==> src/hw/rtl/bss_pkg.sv <==
// ----------------------------------------------------------------------------
// bss_pkg
// Shared sizes, types and state codes for the byte set statistics block.
// ----------------------------------------------------------------------------
`timescale 1ns / 1ps

package bss_pkg;

    localparam int MAX_SAMPLES = 64;
    localparam int ADDR_W      = (MAX_SAMPLES > 1) ? $clog2(MAX_SAMPLES) : 1;
    localparam int DATA_W      = 8;
    localparam int CNT_W       = 7;
    localparam int SUM_W       = 14;
    localparam int BIT_W       = 3;

    typedef enum logic [2:0] {
        S_LOAD,
        S_SCAN,
        S_DRAIN,
        S_DECIDE,
        S_FINISH
    } t_state;

    typedef struct packed {
        logic              busy;
        logic [DATA_W-1:0] quotient;
    } t_div_out;

endpackage

==> src/hw/rtl/bss_ram.sv <==
// ----------------------------------------------------------------------------
// bss_ram
// Generic single write port, single read port RAM with registered read data.
// ----------------------------------------------------------------------------
`timescale 1ns / 1ps

module bss_ram #(
    parameter int WIDTH = 8,
    parameter int DEPTH = 64
) (
    input  logic                                       i_clk,
    input  logic                                       i_we,
    input  logic [((DEPTH > 1) ? $clog2(DEPTH) : 1)-1:0] i_waddr,
    input  logic [WIDTH-1:0]                           i_wdata,
    input  logic [((DEPTH > 1) ? $clog2(DEPTH) : 1)-1:0] i_raddr,
    output logic [WIDTH-1:0]                           o_rdata
);

    logic [WIDTH-1:0] r_mem [DEPTH];

    always_ff @(posedge i_clk) begin
        if (i_we) begin
            r_mem[i_waddr] <= i_wdata;
        end
        o_rdata <= r_mem[i_raddr];
    end

endmodule

==> src/hw/rtl/bss_div.sv <==
// ----------------------------------------------------------------------------
// bss_div
// Restoring divider: sum by sample count, one quotient bit per cycle.
// ----------------------------------------------------------------------------
`timescale 1ns / 1ps

module bss_div (
    input  logic                        i_clk,
    input  logic                        i_rst_n,
    input  logic                        i_start,
    input  logic [bss_pkg::SUM_W-1:0]   i_dividend,
    input  logic [bss_pkg::CNT_W-1:0]   i_divisor,
    output bss_pkg::t_div_out           o_div
);

    localparam int STEP_W = $clog2(bss_pkg::SUM_W + 1);

    logic [bss_pkg::SUM_W-1:0] r_quo;
    logic [bss_pkg::CNT_W-1:0] r_rem;
    logic [bss_pkg::CNT_W-1:0] r_dvs;
    logic [STEP_W-1:0]         r_step;
    logic                      r_busy;
    logic [bss_pkg::CNT_W:0]   shifted;
    logic                      fits;

    assign shifted = {r_rem, r_quo[bss_pkg::SUM_W-1]};
    assign fits    = shifted >= {1'b0, r_dvs};

    always_ff @(posedge i_clk) begin
        if (!i_rst_n) begin
            r_busy <= 1'b0;
            r_step <= '0;
        end else if (i_start) begin
            r_busy <= 1'b1;
            r_step <= STEP_W'(bss_pkg::SUM_W);
        end else if (r_busy) begin
            r_step <= r_step - 1'b1;
            if (r_step == STEP_W'(1)) begin
                r_busy <= 1'b0;
            end
        end
    end

    always_ff @(posedge i_clk) begin
        if (i_start) begin
            r_quo <= i_dividend;
            r_rem <= '0;
            r_dvs <= i_divisor;
        end else if (r_busy) begin
            if (fits) begin
                r_rem <= bss_pkg::CNT_W'(shifted - {1'b0, r_dvs});
            end else begin
                r_rem <= shifted[bss_pkg::CNT_W-1:0];
            end
            r_quo <= {r_quo[bss_pkg::SUM_W-2:0], fits};
        end
    end

    // a zero count gives a zero mean
    assign o_div.busy     = r_busy;
    assign o_div.quotient = (r_dvs == '0) ? '0 : r_quo[bss_pkg::DATA_W-1:0];

endmodule

==> src/hw/rtl/byte_set_statistics.sv <==
// Samples load at one item per cycle while the set is open.
// After the item marked last: 8 median passes, each a scan of the n stored samples,
// a drain and a decide step, then the result is registered; the passes
// are bound by the single read port of the sample RAM, the divider runs alongside.
// Input is held off from the last item until the result is registered.
// Reset (synchronous, active low) clears count, sum, max, min and overflow flag.
// ----------------------------------------------------------------------------
// byte_set_statistics
// Mean, median, maximum and minimum of a set of unsigned byte samples.
// ----------------------------------------------------------------------------
`timescale 1ns / 1ps

module byte_set_statistics (
    input  logic                         i_clk,
    input  logic                         i_rst_n,
    input  logic                         i_valid,
    output logic                         o_ready,
    input  logic [bss_pkg::DATA_W-1:0]   i_sample,
    input  logic                         i_last,
    output logic                         o_valid,
    input  logic                         i_ready,
    output logic [bss_pkg::DATA_W-1:0]   o_mean_value,
    output logic [bss_pkg::DATA_W-1:0]   o_median_value,
    output logic [bss_pkg::DATA_W-1:0]   o_maximum_value,
    output logic [bss_pkg::DATA_W-1:0]   o_minimum_value,
    output logic [bss_pkg::CNT_W-1:0]    o_sample_count,
    output logic                         o_overflow
);

    bss_pkg::t_state              r_state, n_state;
    logic [bss_pkg::CNT_W-1:0]    r_count;
    logic [bss_pkg::SUM_W-1:0]    r_sum;
    logic [bss_pkg::DATA_W-1:0]   r_max;
    logic [bss_pkg::DATA_W-1:0]   r_min;
    logic                         r_drop;
    logic [bss_pkg::ADDR_W-1:0]   r_addr;
    logic                         r_rd_vld;
    logic [bss_pkg::CNT_W-1:0]    r_tally;
    logic [bss_pkg::DATA_W-1:0]   r_med;
    logic [bss_pkg::BIT_W-1:0]    r_bit;
    logic                         r_div_go;

    logic                         accept;
    logic                         store;
    logic                         finish;
    logic [bss_pkg::DATA_W-1:0]   rdata;
    logic [bss_pkg::DATA_W-1:0]   cand;
    logic                         last_addr;
    bss_pkg::t_div_out            div;

    assign o_ready   = (r_state == bss_pkg::S_LOAD);
    assign accept    = i_valid && o_ready;
    assign store     = accept && (r_count < bss_pkg::CNT_W'(bss_pkg::MAX_SAMPLES));
    assign cand      = r_med | (bss_pkg::DATA_W'(1) << r_bit);
    assign last_addr = (bss_pkg::CNT_W'(r_addr) == r_count - 1'b1);
    assign finish    = (r_state == bss_pkg::S_FINISH) && !div.busy && !r_div_go
                       && (!o_valid || i_ready);

    bss_ram #(
        .WIDTH (bss_pkg::DATA_W),
        .DEPTH (bss_pkg::MAX_SAMPLES)
    ) u_ram (
        .i_clk   (i_clk),
        .i_we    (store),
        .i_waddr (r_count[bss_pkg::ADDR_W-1:0]),
        .i_wdata (i_sample),
        .i_raddr (r_addr),
        .o_rdata (rdata)
    );

    bss_div u_div (
        .i_clk      (i_clk),
        .i_rst_n    (i_rst_n),
        .i_start    (r_div_go),
        .i_dividend (r_sum),
        .i_divisor  (r_count),
        .o_div      (div)
    );

    always_comb begin
        n_state = r_state;
        case (r_state)
            bss_pkg::S_LOAD: begin
                if (accept && i_last) begin
                    n_state = bss_pkg::S_SCAN;
                end
            end
            bss_pkg::S_SCAN: begin
                if (last_addr) begin
                    n_state = bss_pkg::S_DRAIN;
                end
            end
            bss_pkg::S_DRAIN: begin
                n_state = bss_pkg::S_DECIDE;
            end
            bss_pkg::S_DECIDE: begin
                n_state = (r_bit == '0) ? bss_pkg::S_FINISH : bss_pkg::S_SCAN;
            end
            bss_pkg::S_FINISH: begin
                if (finish) begin
                    n_state = bss_pkg::S_LOAD;
                end
            end
            default: begin
                n_state = bss_pkg::S_LOAD;
            end
        endcase
    end

    always_ff @(posedge i_clk) begin
        if (!i_rst_n) begin
            r_state <= bss_pkg::S_LOAD;
        end else begin
            r_state <= n_state;
        end
    end

    // running set state
    always_ff @(posedge i_clk) begin
        if (!i_rst_n) begin
            r_count  <= '0;
            r_sum    <= '0;
            r_max    <= '0;
            r_min    <= '1;
            r_drop   <= 1'b0;
            r_div_go <= 1'b0;
            o_valid  <= 1'b0;
        end else begin
            r_div_go <= accept && i_last;
            if (store) begin
                r_count <= r_count + 1'b1;
                r_sum   <= r_sum + bss_pkg::SUM_W'(i_sample);
                if (i_sample > r_max) begin
                    r_max <= i_sample;
                end
                if (i_sample < r_min) begin
                    r_min <= i_sample;
                end
            end else if (accept) begin
                r_drop <= 1'b1;
            end
            if (finish) begin
                r_count <= '0;
                r_sum   <= '0;
                r_max   <= '0;
                r_min   <= '1;
                r_drop  <= 1'b0;
                o_valid <= 1'b1;
            end else if (i_ready) begin
                o_valid <= 1'b0;
            end
        end
    end

    // median search, one value bit per pass
    always_ff @(posedge i_clk) begin
        if (!i_rst_n) begin
            r_rd_vld <= 1'b0;
            r_addr   <= '0;
        end else begin
            r_rd_vld <= (r_state == bss_pkg::S_SCAN);
            if (r_state == bss_pkg::S_SCAN && !last_addr) begin
                r_addr <= r_addr + 1'b1;
            end else if (r_state != bss_pkg::S_SCAN) begin
                r_addr <= '0;
            end
        end
    end

    always_ff @(posedge i_clk) begin
        if (r_state == bss_pkg::S_LOAD) begin
            r_med   <= '0;
            r_bit   <= '1;
            r_tally <= '0;
        end else if (r_state == bss_pkg::S_DECIDE) begin
            if (r_tally > (r_count >> 1)) begin
                r_med <= cand;
            end
            r_bit   <= r_bit - 1'b1;
            r_tally <= '0;
        end else if (r_rd_vld && rdata >= cand) begin
            r_tally <= r_tally + 1'b1;
        end
    end

    always_ff @(posedge i_clk) begin
        if (finish) begin
            o_mean_value    <= div.quotient;
            o_median_value  <= r_med;
            o_maximum_value <= r_max;
            o_minimum_value <= r_min;
            o_sample_count  <= r_count;
            o_overflow      <= r_drop;
        end
    end

`ifndef SYNTHESIS
    a_no_write_off_load: assert property (@(posedge i_clk) disable iff (!i_rst_n)
        store |-> (r_state == bss_pkg::S_LOAD))
        else $error("sample RAM written outside load");

    a_count_bound: assert property (@(posedge i_clk) disable iff (!i_rst_n)
        r_count <= bss_pkg::CNT_W'(bss_pkg::MAX_SAMPLES))
        else $error("stored count above capacity");

    a_median_in_range: assert property (@(posedge i_clk) disable iff (!i_rst_n)
        $rose(o_valid) |-> (o_median_value <= o_maximum_value
                            && o_median_value >= o_minimum_value))
        else $error("median outside min and max");

    a_div_done_at_finish: assert property (@(posedge i_clk) disable iff (!i_rst_n)
        finish |-> !div.busy)
        else $error("result taken while divider busy");

    a_clear_after_finish: assert property (@(posedge i_clk) disable iff (!i_rst_n)
        finish |=> (r_count == '0 && !r_drop))
        else $error("set state not cleared after result");
`endif

endmodule

==> config.mk <==
export PLATFORM = sky130hd
export DESIGN_NAME = byte_set_statistics
export DESIGN_NICKNAME = d
export VERILOG_FILES = /design/src/hw/rtl/bss_pkg.sv /design/src/hw/rtl/bss_ram.sv /design/src/hw/rtl/bss_div.sv /design/src/hw/rtl/byte_set_statistics.sv
export SDC_FILE = /design/constraint.sdc
export NUM_CORES = 1
export LEC_CHECK = 0
export BUFFER_PORTS_ARGS = -buffer_cell sky130_fd_sc_hd__buf_4
export CORE_ASPECT_RATIO = 1.1
export CORE_UTILIZATION = 35
export CTS_CLUSTER_SIZE = 16
export DETAILED_ROUTE_END_ITERATION = 12
export PLACE_DENSITY = 0.53
export SYNTH_ARGS = -nofsm -noshare
export SYNTH_HDL_FRONTEND = slang
export SYNTH_HIERARCHICAL = 1
export SYNTH_SLANG_ARGS = --single-unit
==> constraint.sdc <==
create_clock -name i_clk -period 3.66 [get_ports i_clk]
set_input_delay 0 -clock i_clk [delete_from_list [all_inputs] [get_ports i_clk]]
set_output_delay 0 -clock i_clk [all_outputs]
set_load 0.01 [all_outputs]
==> flow_summary.yaml <==
routing:
  finalWirelength_um: 67880
  drt_iter0_markers: 1167
  wl_per_cell_um: 23.50
  post-route-drc-count: 0
  firstDrtPassIters: 5
  ant_nets: 0
  viasPerCell: 5.224
  vias: 15090
layout:
  final_cell_mix: "edfxtp_1 (573), buf_4 (144), nor2_1 (132)"
  layout_commonest_cell: "edfxtp_1"
  drive_above_1_share: 0.2326
  post-route-util: 0.4111
  design_area_um2: 31810
  multi_input_area_um2: 7742
  final_nets: 1866
  fill_cells: 7009
  area_growth_pct: 16.48
  diodes: 0
  regArea_um2: 18980
floorplanning:
  rows: 107
  core_region_area_um2: 77380
  die_x_um: 268.3
  die_area_um2: 79150
  initial_core_util: 0.3529
  die-height_um: 295.0
  ios: 55
cts:
  tritoncts: "done"
  clkSinkCount: 661
  insertion_delay_ps: 620
  cts_root_buf: "clkbuf_16"
  numCtsBuffers: 69
  h-tree-depth: 3
  cts_buffer_depth: 3
  clkTransAtPathRegs_ps: 60
  post_cts_buffers: 0
  cts_resized: 0
pwr:
  clkPwrFrac: 0.424
  seqPwrFrac: 0.501
  comb_power_share: 0.075
  p_per_area_nw_per_um2: 528.6
  p_sw_mw: 3.853
  leakage_nw: 10.34
  p_int_mw: 12.96
  swShare: 0.2292
  ir_drop_mv: 0.3623
  p_total_mw: 16.81
yosys:
  yosysTopAreaCell: "edfxtp_1"
  yosysTopAreaCellShare: 0.6300
  syn_inst: 1637
  synth_cell_types: 82
  synth_edf_count: 573
  synth.area.top_cells: "edfxtp_1 (63%), mux4_2 (10%), dfxtp_1 (6.5%), ha_1 (2.5%), nor2_1 (1.8%)"
  syn_nets: 1707
  syn_area_um2: 27310
  synth.ff_latch_count: 661
  ys.flop_type: "edfxtp_1"
  yosysSeqAreaShare: 0.6946
  syn_area_per_cell_um2: 16.68
  async_flop_share: 0
  synth_warnings: 6
placement:
  dpl_cell_area_um2: 29360
  place_congestion: 0.8396
  dp_slack_ps: 769.1
  port_buffers: 54
  detailed_place_hpwl_um: 44010
setup_path:
  end_kind: "flip-flop"
  worstSetupPathType: "flip-flop to flip-flop"
  critPathMaxStageDelay_ps: 550
  worstPathMaxFanout: 15
  slowest_stage: "dlygate4sd3_1"
  cp_data_required_time_ps: 4160
  startpoint_type: "flip-flop"
  critPathArrivalTime_ps: 3620
  crit_chain: "or3_1, inv_2, nand3_2, buf_4, a2111o_1, a31oi_4, mux2i_1, nand3_1, dlygate4sd3_1"
sta:
  hold_violations: 0
  fin_crit_sh: 0.8528
  slew_headroom: 0.2801
  fin_crit_ps: 3121
  setup_tns_ps: 0
  max_freq_mhz: 320.4
  setup-violations-final: 0
  rsz0062_at_grt: "false"
  worst_slack_ps: 538.7
  final.setup_skew_ps: 31.51
  slew_viol_final: 0
  worst_pin_slew_ps: 1078
global_routing:
  antenna_found_initial: 5
  grt-ovfl-total: 0
  track_usage: 0.1749
  grt_max_degree: 64
  grt_pass1_vias: 15370
  grt_pass1_wl_um: 101900
min_path:
  holdCritPathClass: "input pin to flip-flop"
outcome:
  status: "finished, final reports clean"
flow_run:
  cap_violations: 0
-- state kept, by name (all words and copies together) (netlist names), 4 cells and up --
name and cells:
r_med 8, u_div/r_step 4, r_sum 14, r_max 8
u_div/r_dvs 7, u_ram/o_rdata 8, o_maximum_value 8, r_min 8
u_ram/r_mem 512, o_minimum_value 8, u_div/r_rem 7, o_sample_count 7
r_addr 6, r_tally 7, u_div/r_quo 14, o_median_value 8
r_count 7, o_mean_value 8
-- cells in the mapped netlist, drive strengths merged, types with 5 or more instances --
library cell	instances
buf	43
o22ai	9
edfxtp	573
nand3b	6
o2111ai	6
a21oi	55
a221oi	6
o221ai	8
a21o	5
mux4	126
o21a	11
a31oi	6
nand2	80
nand3	31
nand2b	20
nand4	12
and2	11
inv	45
dfxtp	88
a211o	9
mux2	27
nor4	5
nor3	13
xnor2	20
and3	5
or3	11
o21ai	33
nor2	132
clkbuf	31
nor3b	11
xor2	7
nor2b	25
ha	55
mux2i	35
a211oi	12
-- routing by layer --
layer  share of wire  wire length, µm  global-route usage  vias up
li1                -                -                   -     6777
met1            0.44            29790              0.2367     7862
met2            0.50            33830              0.2948      373
met3           0.045             3044             0.02332       76
met4           0.018             1217             0.04781        0
met5               0                0                   0        -
-- stage by stage --
step,cells,hold slack [ps]
detailed placement,2746,263.0
CTS,2888,197.0
floorplan,1637,71.83
global placement,2746,261.2
global route,2888,245.5
finish,2888,226.7
-- power groups by stage --
stage | combinational, mW | clock (mW) | sequential [mW]
after CTS | 1.27 | 7.31 | 8.42
after global routing | 1.39 | 7.58 | 8.43
final | 1.25 | 7.14 | 8.42
after detailed placement | 1.25 | 0 | 8.58
after global placement | 1.23 | 0 | 8.58
after floorplan | 0.881 | 0 | 8.53
-- kinds of logic (layout without fill, tap and decap cells) --
family                     after synthesis  in the layout  synth area share
DFF                                    661            661            0.6946
muxes                                  188            188            0.1279
adders and majority gates               57             57           0.02666
buffers and inverters                  121            337           0.02195
AOI/OAI and AO/OA                      204            204           0.05186
and+or+nand+nor                        379            379           0.06845
xor gates and xnor gates                27             27          0.008659
-- timing repair --
action / CTS / global route
setup endpoints to repair: 0 / 0
endpoints found under the hold margin: 151 / 0
hold buffers: 14 / 0
-- worst paths after layout --
path | startpoint | endpoint | slack [ps] | cells past startpoint
worst max-delay path | r_state[1] | r_min[0] | 540 | 9
worst min-delay path | i_rst_n | u_div/r_step[2] | 230 | 3
worst max register to register | r_state[1] | r_min[0] | 540 | 9
worst min register to register | r_drop | o_overflow | 430 | 0
-- area by class of cell --
type / instances / share of cell area
flip-flops and latches: 661 / 0.5967
clock inverters: 44 / 0.01510
inverters: 47 / 0.005546
clock buffers: 84 / 0.05770
multi-input cells: 855 / 0.2434
well taps: 1035 / 0.04071
repair buffers: 162 / 0.04090
-- worst max-delay path: cells and delay by family (launching register included) --
kind | cells | cell delay (ps)
and+or+nand+nor | 3 | 610
AOI/OAI and AO/OA | 2 | 830
DFF | 1 | 420
buffers and inverters | 3 | 840
muxes | 1 | 280
Power figures use the tool's default switching activity.
